## config.mk

```make
export PLATFORM = sky130hd
export DESIGN_NAME = rgbblur_fifo
export DESIGN_NICKNAME = d
export VERILOG_FILES = /design/src/hw/rtl/rgbblur_fifo.sv
export SDC_FILE = /design/constraint.sdc
export NUM_CORES = 1
export LEC_CHECK = 0
export BUFFER_PORTS_ARGS = -buffer_cell sky130_fd_sc_hd__buf_2
export CORE_MARGIN = 2
export CORE_UTILIZATION = 45
export CTS_BUF_LIST = sky130_fd_sc_hd__clkbuf_16
export DETAILED_ROUTE_END_ITERATION = 7
export PLACE_DENSITY = 0.75
export SETUP_SLACK_MARGIN = 0.15
export SLEW_MARGIN = 15
export SYNTH_ARGS = -nofsm -noshare
export SYNTH_HDL_FRONTEND = slang
export SYNTH_SLANG_ARGS = --single-unit
export TNS_END_PERCENT = 1
```

## constraint.sdc

```tcl
create_clock -name clk -period 4.46 [get_ports clk]
set_input_delay 0.223 -clock clk [delete_from_list [all_inputs] [get_ports clk]]
set_output_delay 0.223 -clock clk [all_outputs]
set_load 0.01 [all_outputs]
```

## src/hw/rtl/rgbblur_fifo.sv

```systemverilog
// ----------------------------------------------------------------------------
// rgbblur_fifo
// Short queue between the row pass and the column pass.
// ----------------------------------------------------------------------------
module rgbblur_fifo #(
    parameter int WIDTH = 28,
    parameter int DEPTH = 2
) (
    input  logic             clk,
    input  logic             rst_n,
    input  logic             push,
    input  logic [WIDTH-1:0] push_data,
    output logic             full,
    input  logic             pop,
    output logic             valid,
    output logic [WIDTH-1:0] head
);

    localparam int PTR_W = (DEPTH > 1) ? $clog2(DEPTH) : 1;
    localparam int CNT_W = $clog2(DEPTH + 1);

    logic [WIDTH-1:0] slot_reg [DEPTH];
    logic [PTR_W-1:0] wr_ptr_reg, wr_ptr_next;
    logic [PTR_W-1:0] rd_ptr_reg, rd_ptr_next;
    logic [CNT_W-1:0] count_reg, count_next;

    function automatic logic [PTR_W-1:0] ptr_inc(logic [PTR_W-1:0] p);
        return (p == PTR_W'(DEPTH - 1)) ? '0 : p + 1'b1;
    endfunction

    assign full  = (count_reg == CNT_W'(DEPTH));
    assign valid = (count_reg != '0);
    assign head  = slot_reg[rd_ptr_reg];

    always_comb
    begin
        wr_ptr_next = push ? ptr_inc(wr_ptr_reg) : wr_ptr_reg;
        rd_ptr_next = pop ? ptr_inc(rd_ptr_reg) : rd_ptr_reg;
        count_next  = count_reg;
        if (push && !pop)
        begin
            count_next = count_reg + 1'b1;
        end
        else if (pop && !push)
        begin
            count_next = count_reg - 1'b1;
        end
    end

    always_ff @(posedge clk or negedge rst_n)
    begin
        if (!rst_n)
        begin
            wr_ptr_reg <= '0;
            rd_ptr_reg <= '0;
            count_reg  <= '0;
        end
        else
        begin
            wr_ptr_reg <= wr_ptr_next;
            rd_ptr_reg <= rd_ptr_next;
            count_reg  <= count_next;
        end
    end

    always_ff @(posedge clk)
    begin
        if (push)
        begin
            slot_reg[wr_ptr_reg] <= push_data;
        end
    end

endmodule

```

Word-level counts from Yosys, hierarchy flattened:

Memories as Yosys holds them, arrays and structs flattened.
Cells that the tools add are included.
W data, S select, Z words.

* ROM bits: 0
* input bits: 32
* output and inout bits: 30
* memories kept: 1
* register bits after elaboration: 4
* latch bits: 0
* RAM bits: 56

Memory list
* slot_reg: words 2, bits a word 28, rd ports 1, clocked after memory_dff 0, write ports 1, RTL line 22 `logic [WIDTH-1:0] slot_reg [DEPTH];`

* multipliers: 0
* equal/unequal tests: 1
* divide/modulo/power cells: 0
* bitwise logic cells: 0
* mux-type cells: 6
* magnitude comparators: 0
* add/subtract/negate cells: 4
* reductions and logical operators: 6
* shift operators: 0

Operators by type and width (number)
* $mux W1: 4
* $mux W2: 2
* $reduce_bool A2 Y1: 2
* $add A1 B1 Y1 const B: 2
* $add A2 B1 Y2 const B: 1
* $eq A2 B2 Y1 const B: 1
* $logic_and A1 B1 Y1: 2
* $logic_not A1 Y1: 2
* $sub A2 B1 Y2 const B: 1

Depth between registers and ports, before layout:

* depth in word-level cells: 4
* mapped depth: 5

Worst setup path before layout:

Ideal clock, no wire load.

* path type: register to register
* from: register wr_ptr_reg
* to: memory slot_reg[0][0] (enable)
* data arrival time: 1.666 ns
* slack: 2.378 ns
* required time: 4.044 ns
* stages on the path, launching flop included: 2
* cells stage by stage: dfrtp_1 nor2b_1

RTL lines
* from (decl): RTL line 23 `logic [PTR_W-1:0] wr_ptr_reg, wr_ptr_next;`
* from (signal assigned): RTL line 60 `wr_ptr_reg <= wr_ptr_next;`
* to (decl): RTL line 22

No word-level cell before the write port.

Final worst setup path:

* from: register rd_ptr_reg
* to: output head[17]

* longest elaborated chain between the ends: 1

RTL lines
* from (decl): RTL line 24 `logic [PTR_W-1:0] rd_ptr_reg, rd_ptr_next;`
* from (signal assigned): RTL line 61 `rd_ptr_reg <= rd_ptr_next;`
* $mem_v2 Z2 W28
* to (decl): RTL line 16 `output logic [WIDTH-1:0] head`

Every way passes these cells.

==> results.yml <==
critical_path:
  worstPathRequired_ns: 4.24
  reg2reg_slack_ns: 2.74
  rr_endpoint: "slot_reg[0][12]$_DFFE_PP_"
  critPathLaunchType: "flop"
  worstPathArrival_ns: 1.97
  cp-startpoint: "rd_ptr_reg$_DFFE_PN0P_"
  setup.worst_path.end_class: "output pin"
  r2r_cells: 2
  reg2reg_from: "wr_ptr_reg$_DFFE_PN0P_"
  crit_type: "reg -> out"
  critPathMaxFanout: 16
  crit_end: "head[17]"
global_routing:
  grt_usage_pct: 14.68
  overflow: 0
  grt_pass1_vias: 1193
  grt_pass1_wl_mm: 5.664
  antenna_found_initial: 0
  grt_max_degree: 17
synthesis:
  postSynthCellCount: 103
  synthTopCellsByCount: "edfxtp_1, mux2_2, mux2_4, dfrtp_1, xor2_1"
  async_flop_share_pct: 6.667
  synthesis.area_mm2: 0.002257
  synth_cell_types: 15
  ys_seq_area_share_pct: 78.94
  synthTopCellsByArea: "edfxtp_1, mux2_2, mux2_4"
  yosysTopAreaCell: "edfxtp_1"
  synthAdderAreaFrac_pct: 0.5543
  synthXorXnorAreaFrac_pct: 1.940
  synth_top_area_share_pct: 74.50
  synth_warnings: 0
  synth_most_common_cell: "edfxtp_1"
  syn_nets: 136
  synth_top_family_by_area: "multiplexers"
  muxShareOfSynthArea_pct: 15.63
  synth.avg_cell_area_um2: 21.91
  synth_seq_cells: 60
  yosys.area_share.simple_pct: 1.275
  synth-edff-count: 56
  synthFlopType: "edfxtp_1"
  synth-compound-area-share_pct: 0
clock_tree:
  cts_tree: "built"
  cts_num_sinks: 60
  postCtsSetupRepairBufs: 0
  clk_pin_slew_ns: 0.05
  ctsRootBufferMaster: "clkbuf_16"
  clk-insertion-delay-late_ns: 0.31
  cts_buffers: 9
  cts.path.max_buffers: 2
  cts-htree-levels: 3
timing:
  drv_slew: 0
  setup_slack_ns: 2.271
  timing.slew.headroom_pct: 48.40
  fin_crit_ns: 2.189
  finalCritPeriodShare_pct: 49.09
  tns_ns: 0
  setup_viol_count_final: 0
  rsz0062_at_grt: "false"
  hold_violations: 0
  tightest_slew_ns: 0.7705
  fin_skew_ns: 0.002826
  timing.fmax_mhz: 456.8
routing:
  top_layer: "met4"
  wl_met3_um: 320
  via_per_inst: 4.661
  postRouteAntennaNets: 0
  dr_total_vias: 1156
  firstDrtPassIters: 4
  finalWirelength_mm: 3.694
  drc: 0
  post_drt_wl_per_cell_um: 14.90
  drt_first_iter_violations: 49
  wl_met2_mm: 1.762
  wl_met1_mm: 1.564
placement:
  place.gp.congestion: 0.6920
  pre_cts_ws_ns: 2.573
  port_buffers: 61
floorplanning:
  pin_count: 62
  coreArea_mm2: 0.004786
  die_height_um: 74.83
  die-area_mm2: 0.005599
  start_util_pct: 47.16
  die_w_um: 74.83
  rows: 25
layout:
  multi_input_area_um2: 440.4
  area.growth.synth_to_final_pct: 29.60
  fin_nets: 209
  fillers: 356
  num_antenna_cells: 0
  largest_reg_flops: 56
  ff_latch_area_mm2: 0.001782
  drive_above_1_share_pct: 57.46
job:
  maxCapViolCount: 0
hold_path:
  min_path_type: "in -> reg"
power_and_ir_drop:
  vdd_ir_drop_max_mv: 0.3534
  powerDensity_mw_per_mm2: 660.6
  leakage_uw: 0.001180
status:
  status: "complete, no violations"
## worst max-delay path, stage by stage (launching register included)
cell     delay (ns)
dfrtp_1        0.75
buf_4          0.38
mux2_2         0.37
buf_2          0.14
## power breakdown
group / internal, µW / leakage, µW / switching [µW]
clock network: 418 / 0.000149 / 205
registers: 753 / 0.000572 / 64.8
logic: 256 / 0.000458 / 235
## worst min-delay path by stage
stage,startpoint,end,slack [ns],depth (start not counted)
after global placement,rst_n,wr_ptr_reg$_DFFE_PN0P_,0.03,1
after CTS,push_data[24],slot_reg[1][24]$_DFFE_PP_,0.08,1
after global routing,push_data[0],slot_reg[0][0]$_DFFE_PP_,0.08,1
after floorplan,rst_n,count_reg[0]$_DFFE_PN0P_,-0.07,0
after detailed placement,rst_n,wr_ptr_reg$_DFFE_PN0P_,0.03,1
final,push_data[0],slot_reg[1][0]$_DFFE_PP_,0.1,1
## kinds of logic after synthesis
logic type / count (synthesis)
xor+xnor: 5
buf+inv: 4
simple gates: 5
mux: 28
fa+ha+maj: 1
flops: 60
## through the flow
step	power (µW)	instances	util, %	area (µm²)	hold slack [ns]
after floorplan	1160	103	-	2257	-0.07259
after global placement	1307	231	55.11	2638	0.03256
after detailed placement	1327	231	55.11	2638	0.03445
after CTS	1963	248	61.12	2925	0.07751
after global routing	2036	248	61.12	2925	0.08125
final	1932	248	61.12	2925	0.09581
## cells in the final DEF (no fill, tap or decap)
cell / count
clkbuf_16: 9
mux2_2: 18
nor2b_2: 1
mux2_4: 10
edfxtp_1: 56
ha_1: 1
or2_2: 1
xnor2_1: 1
nor2_1: 1
inv_1: 5
dlygate4sd3_1: 1
buf_4: 3
nor2b_1: 1
and2_1: 1
xor2_1: 4
clkinv_1: 2
dfrtp_1: 4
buf_2: 61
bufinv_16: 1
## routing by layer
metal | track usage, % | vias to the layer above
met5 | 0 | -
met4 | 8.333 | 0
met3 | 6.827 | 5
met2 | 21.64 | 55
met1 | 17.88 | 550
li1 | - | 546
## cell type report
class                   count  share of cell area, %
repair buffers             65                  11.55
multi-input cells          39                  15.06
well taps                  67                  2.866
clock inverters             7                  1.796
flip-flops and latches     60                  60.91
clock buffers               9                  7.699
inverters                   1                 0.1283
## repair_timing
item,in CTS,in global routing
resized for setup,0,0
endpoints found under the hold margin,4,0
hold buffers,1,0
Power figures use the tool's default switching activity.
