## config.mk

```make
export PLATFORM = sky130hd
export DESIGN_NAME = rgbblur_front
export DESIGN_NICKNAME = d
export VERILOG_FILES = /design/src/hw/rtl/rgbblur_pkg.sv /design/src/hw/rtl/rgbblur_front.sv
export SDC_FILE = /design/constraint.sdc
export NUM_CORES = 1
export LEC_CHECK = 0
export BUFFER_PORTS_ARGS = -buffer_cell sky130_fd_sc_hd__buf_2
export CAP_MARGIN = 20
export CORE_MARGIN = 2
export CORE_UTILIZATION = 45
export DETAILED_ROUTE_END_ITERATION = 16
export GPL_TIMING_DRIVEN = 0
export MAX_ROUTING_LAYER = met4
export PLACE_DENSITY = 0.73
export SKIP_CTS_REPAIR_TIMING = 1
export SYNTH_ARGS = -nofsm -noshare
export SYNTH_HDL_FRONTEND = slang
export SYNTH_SLANG_ARGS = --single-unit
```

## constraint.sdc

```tcl
create_clock -name clk -period 26.9 [get_ports clk]
set_clock_uncertainty 0.05 [all_clocks]
set_input_delay 1.345 -clock clk [delete_from_list [all_inputs] [get_ports clk]]
set_output_delay 1.345 -clock clk [all_outputs]
set_load 0.05 [all_outputs]
```

## src/hw/rtl/rgbblur_pkg.sv

```systemverilog
// ----------------------------------------------------------------------------
// rgbblur_pkg
// Shared types, constants and per-channel filter math for the rgb565 blur.
// ----------------------------------------------------------------------------
package rgbblur_pkg;

    localparam int DEF_MAX_WIDTH = 1024;
    localparam int QUEUE_DEPTH   = 2;

    localparam int CFG_IDX_W  = 2;
    localparam int CFG_DATA_W = 8;

    localparam logic [CFG_IDX_W-1:0] REG_SMOOTHING         = 2'd0;
    localparam logic [CFG_IDX_W-1:0] REG_HORIZONTAL_ENABLE = 2'd1;
    localparam logic [CFG_IDX_W-1:0] REG_VERTICAL_ENABLE   = 2'd2;
    localparam logic [CFG_IDX_W-1:0] REG_RESUME_COLUMNS    = 2'd3;

    localparam int PIX_W  = 16;
    localparam int CHAN_W = 8;

    typedef struct packed {
        logic [PIX_W-1:0] pixel_in;
        logic             row_start;
        logic             strip_start;
    } in_item_t;

    typedef struct packed {
        logic [PIX_W-1:0] pixel_out;
        logic             column_overflow;
    } out_item_t;

    typedef struct packed {
        logic [CHAN_W-1:0] smoothing;
        logic              horizontal_enable;
        logic              vertical_enable;
        logic              resume_columns;
    } cfg_t;

    typedef struct packed {
        logic [CHAN_W-1:0] r;
        logic [CHAN_W-1:0] g;
        logic [CHAN_W-1:0] b;
    } chan3_t;

    localparam int CHAN3_W = 3 * CHAN_W;

    // nonzero words get their low bits filled with ones
    function automatic chan3_t unpack565(logic [PIX_W-1:0] w);
        chan3_t c;
        logic   fill;
        fill = |w;
        c.b  = {w[4:0],   (fill ? 3'h7 : 3'h0)};
        c.g  = {w[10:5],  (fill ? 2'h3 : 2'h0)};
        c.r  = {w[15:11], (fill ? 3'h7 : 3'h0)};
        return c;
    endfunction

    function automatic logic [PIX_W-1:0] pack565(chan3_t c);
        return {c.r[7:3], c.g[7:2], c.b[7:3]};
    endfunction

    function automatic logic [8:0] gain_of(logic [CHAN_W-1:0] degree);
        return 9'd256 - {1'b0, degree};
    endfunction

    // acc + floor((p - acc) * gain / 256), wrapped to 8 bits
    function automatic logic [CHAN_W-1:0] iir_chan(logic [CHAN_W-1:0] acc,
                                                   logic [CHAN_W-1:0] p,
                                                   logic [8:0]        gain);
        logic signed [8:0]  diff;
        logic signed [9:0]  g;
        logic signed [18:0] prod;
        logic signed [18:0] q;
        diff = $signed({1'b0, p}) - $signed({1'b0, acc});
        g    = $signed({1'b0, gain});
        prod = diff * g;
        q    = prod >>> 8;
        return acc + q[7:0];
    endfunction

    function automatic chan3_t iir_step(chan3_t acc, chan3_t p, logic [8:0] gain);
        chan3_t n;
        n.r = iir_chan(acc.r, p.r, gain);
        n.g = iir_chan(acc.g, p.g, gain);
        n.b = iir_chan(acc.b, p.b, gain);
        return n;
    endfunction

endpackage

```

## src/hw/rtl/rgbblur_front.sv

```systemverilog
// ----------------------------------------------------------------------------
// rgbblur_front
// Input side: column tracking and the row-direction filter pass.
// ----------------------------------------------------------------------------
module rgbblur_front import rgbblur_pkg::*; #(
    parameter int MAX_WIDTH = DEF_MAX_WIDTH
) (
    input  logic     clk,
    input  logic     rst_n,
    input  cfg_t     cfg,
    input  logic     in_valid,
    output logic     in_stall,
    input  in_item_t in_data,
    input  logic     q_full,
    output logic     push,
    output logic [PIX_W+2+$clog2(MAX_WIDTH)-1:0] push_data
);

    localparam int COL_W = $clog2(MAX_WIDTH);

    logic [COL_W-1:0] col_reg, col_next;
    chan3_t           row_acc_reg, row_acc_next;
    logic             ovf;
    chan3_t           pix;
    chan3_t           seed;
    chan3_t           row_new;
    logic [PIX_W-1:0] hp;

    assign in_stall = q_full;
    assign push     = in_valid && !q_full;

    always_comb
    begin
        col_next     = col_reg;
        row_acc_next = row_acc_reg;
        ovf          = 1'b0;

        if (in_data.row_start)
        begin
            col_next = '0;
        end
        else if (col_reg >= COL_W'(MAX_WIDTH - 1))
        begin
            col_next = COL_W'(MAX_WIDTH - 1);
            ovf      = 1'b1;
        end
        else
        begin
            col_next = col_reg + 1'b1;
        end

        pix     = unpack565(in_data.pixel_in);
        seed    = in_data.row_start ? pix : row_acc_reg;
        row_new = iir_step(seed, pix, gain_of(cfg.smoothing));
        hp      = in_data.pixel_in;
        if (cfg.horizontal_enable)
        begin
            row_acc_next = row_new;
            hp           = pack565(row_new);
        end
    end

    assign push_data = {hp, ovf, in_data.strip_start, col_next};

    always_ff @(posedge clk or negedge rst_n)
    begin
        if (!rst_n)
        begin
            col_reg     <= '0;
            row_acc_reg <= '0;
        end
        else if (push)
        begin
            col_reg     <= col_next;
            row_acc_reg <= row_acc_next;
        end
    end

endmodule

```

# After elaboration in Yosys (flattened, before gate mapping)
# Cells that the tools add are included.
[word_totals]
ff_bits = 34
latch_bits = 0
ram_bits = 0
mem_bits_ro = 0
inputBits = 33
out_inout_bits = 30
wordCells = 28
n_memories = 0
[op_classes]
n_addsub = 8
multipliers = 3
div = 0
magnitude_cmp = 1
eq_ne = 0
n_shift = 0
n_mux = 8
bitwise = 0
reduce_logical = 4
[op_table]
columns = ["cell", "n"]
rows = [
  ["$mul A9 B10 Y16", 3],
  ["$sub A8 B8 Y9", 3],
  ["$add A8 B8 Y8", 3],
  ["$mux W24", 1],
  ["$mux W10", 2],
  ["$mux W16", 1],
  ["$reduce_or A16 Y1", 1],
  ["$add A10 B1 Y10 const B", 1],
  ["$ge A10 B10 Y1 const B", 1],
  ["$sub A9 B8 Y9 const A", 1],
  ["$mux W3", 1],
  ["$mux W1", 2],
  ["$mux W2", 1],
  ["$reduce_and A2 Y1", 1],
  ["$logic_and A1 B1 Y1", 1],
  ["$logic_not A1 Y1", 1],
]

# Depth between registers and ports, before layout
[logic_depth]
depth_word = 7
mapped_depth = 40
depth_no_buf = 39

# Worst setup path before layout
# No wires, ideal clock.
[synth_timing]
kind = "input-to-output"
startpoint = "in in_data[1] (netlist name)"
endpoint = "out push_data[16]"
arrival_ns = 10.730
required_time_ns = 25.505
path_slack_ns = 14.775
path_stages = 35
path_cell_list = "clkbuf_8 clkbuf_1 clkbuf_1 mux2i_1 ha_1 and3b_2 a211o_1 a311o_2 a21o_2 a21oi_1 xnor2_1 nand2_1 fa_1 fa_1 fa_1 fa_1 fa_1 inv_1 ha_1 and2_1 a22oi_1 o211ai_1 o211ai_1 nor2b_1 nor2_1 xnor2_1 ha_1 and3_1 a2111oi_0 o21bai_1 a21oi_1 xnor2_1 xnor2_1 xnor3_1 a21oi_1"
[synth_via]
elab_chain_cells = 5
[synth_rtl]
columns = ["item", "line", "text"]
rows = [
  ["from (decl)", "rgbblur_front.sv:13", "input in_item_t in_data,"],
  ["$mux W24 (*)", "rgbblur_front.sv:53", "seed = in_data.row_start ? pix : row_acc_reg;"],
  ["$sub A8 B8 Y9", "rgbblur_pkg.sv:74", "diff = $signed({1'b0, p}) - $signed({1'b0, acc});"],
  ["$mul A9 B10 Y16", "rgbblur_pkg.sv:76", "prod = diff * g;"],
  ["$add A8 B8 Y8 (*)", "rgbblur_pkg.sv:78", "return acc + q[7:0];"],
  ["$mux W16 (*)", "rgbblur_front.sv:56", "if (cfg.horizontal_enable)"],
  ["to (decl)", "rgbblur_front.sv:16", "output logic [PIX_W+2+$clog2(MAX_WIDTH)-1:0] push_data"],
]
# Every way passes the cells marked *; elsewhere a longest branch is shown, timed or not.

# Worst setup path in the final report
# Ends and elaborated chain as after synthesis.

==> flow_summary.toml <==
[final_layout]
design_area_um2 = 11730
largest_reg_flops = 24
syn_to_final_growth_pct = 7.818
nNetsFinal = 1635
layout-drive-gt1-share_pct = 10.32

[global_routing]
grtUsageMet1_pct = 30.07
grt_start_max_net_pins = 35
grt_pass1_wl_mm = 44.28
grt-busiest-layer = "met2"
grt_pass1_vias = 8991
track_usage_pct = 21.91
gr-usage-met3_pct = 2.214
grt-ovfl-total = 0
antenna_found_initial = 3
grtUsageMet2_pct = 35.36

[drt]
viasPerCell = 5.325
firstDrtPassIters = 5
drtIter0Drc = 521
ant_nets = 0
finalWirelength_mm = 26.16
drc = 0
avgRoutedWirePerCell_um = 16.14
via_count = 8632

[setup_path]
critPathMaxFanout = 10
critPathLaunchType = "input port"
cp-end-kind = "output port"
slowest_stage = "a2111oi_0"
crit_required_ns = 25.50
cp_common_cell = "fa_1"
slowest_delay_ns = 0.74
crit_type = "in2out"
arrival_ns = 11.88

[cts]
htree_levels = 2
path_clk_slew_ns = 0.06
root_buffer = "clkbuf_16"
cts_sinks = 34
cts_buffers = 5
clk_latency_ns = 0.29
tritoncts = "yes"
cts_buffer_depth = 2

[timing]
fin_setup_tns_ns = 0
fmax_mhz = 75.30
hold-worst-slack_ns = 0.4321
hold_viol = 0
report.final.slew_viol_count = 0
rsz0062_at_grt = "no"
tightest_slew_ns = 1.204
fin_crit_sh_pct = 49.37
slew_headroom_pct = 19.49
setup_viol = 0
period_needed_ns = 13.28

[logic_synthesis]
synth.mux.area_fraction_pct = 4.840
synth_xor_xnor_area_share_pct = 8.749
yosysMostFrequentCell = "inv_1"
syn-num-nets = 1570
ys.warnings.count = 0
synth-simple-area-share_pct = 18.18
ys_top_cells_by_count = "inv_1 (183), fa_1 (153), ha_1 (151)"
synth_compound_area_share_pct = 6.783
ys_ff_latch = 34
netlist_area_um2 = 10880
ys_top_cells_by_area = "fa_1 (28%), ha_1 (17%), dfrtp_1 (7.8%), inv_1 (6.3%), xnor2_1 (5.3%)"
yosysUniqueCellTypes = 62
netlist_instances = 1233
synth_flop_cell = "dfrtp_1"
synth_top_area_share_pct = 28.14
yosysTopAreaCell = "fa_1"
syn_avg_cell_area_um2 = 8.826
synthAdderAreaFrac_pct = 45.50
synthArstFlopShare_pct = 100.0
synth_top_family_by_area = "adder cells"
yosysSeqAreaShare_pct = 7.818
synth-edff-count = 0

[floorplan]
die_w_um = 159.5
num_io_pins = 63
rows = 56
die_area_um2 = 25450
die_height_um = 159.5
core_um2 = 23610
start_util_pct = 46.09

[min_path]
hold_class = "reg2reg"

[placed_design]
place_area_um2 = 11570
globalplace.congestion = 0.9061
portBuffers = 57
post-dp-hpwl_mm = 21.93

[run_status]
outcome = "finished, final reports clean"

[flow_run]
max_cap_violations = 0
## final timing paths
path	start	to	slack [ns]	depth (start not counted)
max in group asynchronous	rst_n	row_acc_reg[3]	25.15	1
max reg2reg	row_acc_reg[0]	row_acc_reg[7]	17.59	33
min reg2reg	row_acc_reg[15]	row_acc_reg[15]	0.43	2
max	in_data[1]	push_data[16]	13.62	36
min	row_acc_reg[15]	row_acc_reg[15]	0.43	2
min in group asynchronous	rst_n	col_reg[1]	1.11	1
## metal layers
| metal | wire [um] | vias up |
|---|---|---|
| met5 | 0 | - |
| met2 | 12150 | 262 |
| met4 | 470 | 0 |
| met3 | 1563 | 37 |
| li1 | - | 4096 |
| met1 | 11970 | 4237 |
## layout by cell type (no fill, tap or decap), types with 25 or more instances in the layout
cell,instances
o21ai_0,28
nor2_1,142
xor2_1,35
nand2_1,99
fa_1,153
clkbuf_1,25
a21oi_1,32
xnor2_1,66
inv_1,183
nand2b_1,55
mux2_2,29
ha_1,151
dfrtp_1,34
buf_2,57
## cell type report
type,count,area [um^2]
Sequential cell,34,850.8
Clock buffer,6,138.9
Buffer,36,185.2
Inverter,185,699.4
Tap cell,319,399.1
Fill cell,2234,11880
Antenna cell,3,7.507
Multi-Input combinational cell,978,9148
Clock inverter,2,12.51
Timing Repair Buffer,58,292.8
## worst max-delay path: cells and delay by family
family,cells,cell delay (ns)
multiplexers,1,0.34
buffers and inverters,5,1.54
XOR/XNOR,5,1.10
AO/OA/AOI/OAI,10,2.96
adder cells (fa/ha/maj),8,3.53
AND/OR/NAND/NOR,7,1.04
## metrics by stage
step,std cells,util (%),setup slack [ns]
floorplan,1233,-,14.77
global placement,1609,48.99,13.82
detailed placement,1609,48.99,13.72
CTS,1617,49.63,13.65
global route,1621,49.69,13.03
finish,1621,49.69,13.62
## cells by family (layout without fill, tap and decap cells)
| group | count (synthesis) | after routing |
|---|---|---|
| AO/OA/AOI/OAI | 115 | 115 |
| XOR/XNOR | 104 | 104 |
| adder cells (fa/ha/maj) | 304 | 304 |
| buffers and inverters | 221 | 287 |
| flip-flops | 34 | 34 |
| multiplexers | 49 | 49 |
| other | 0 | 3 |
| AND/OR/NAND/NOR | 406 | 406 |
Power is left out: the tool's default activity adds up to more than one toggle a clock period on the data nets, which glitch-free logic cannot reach.
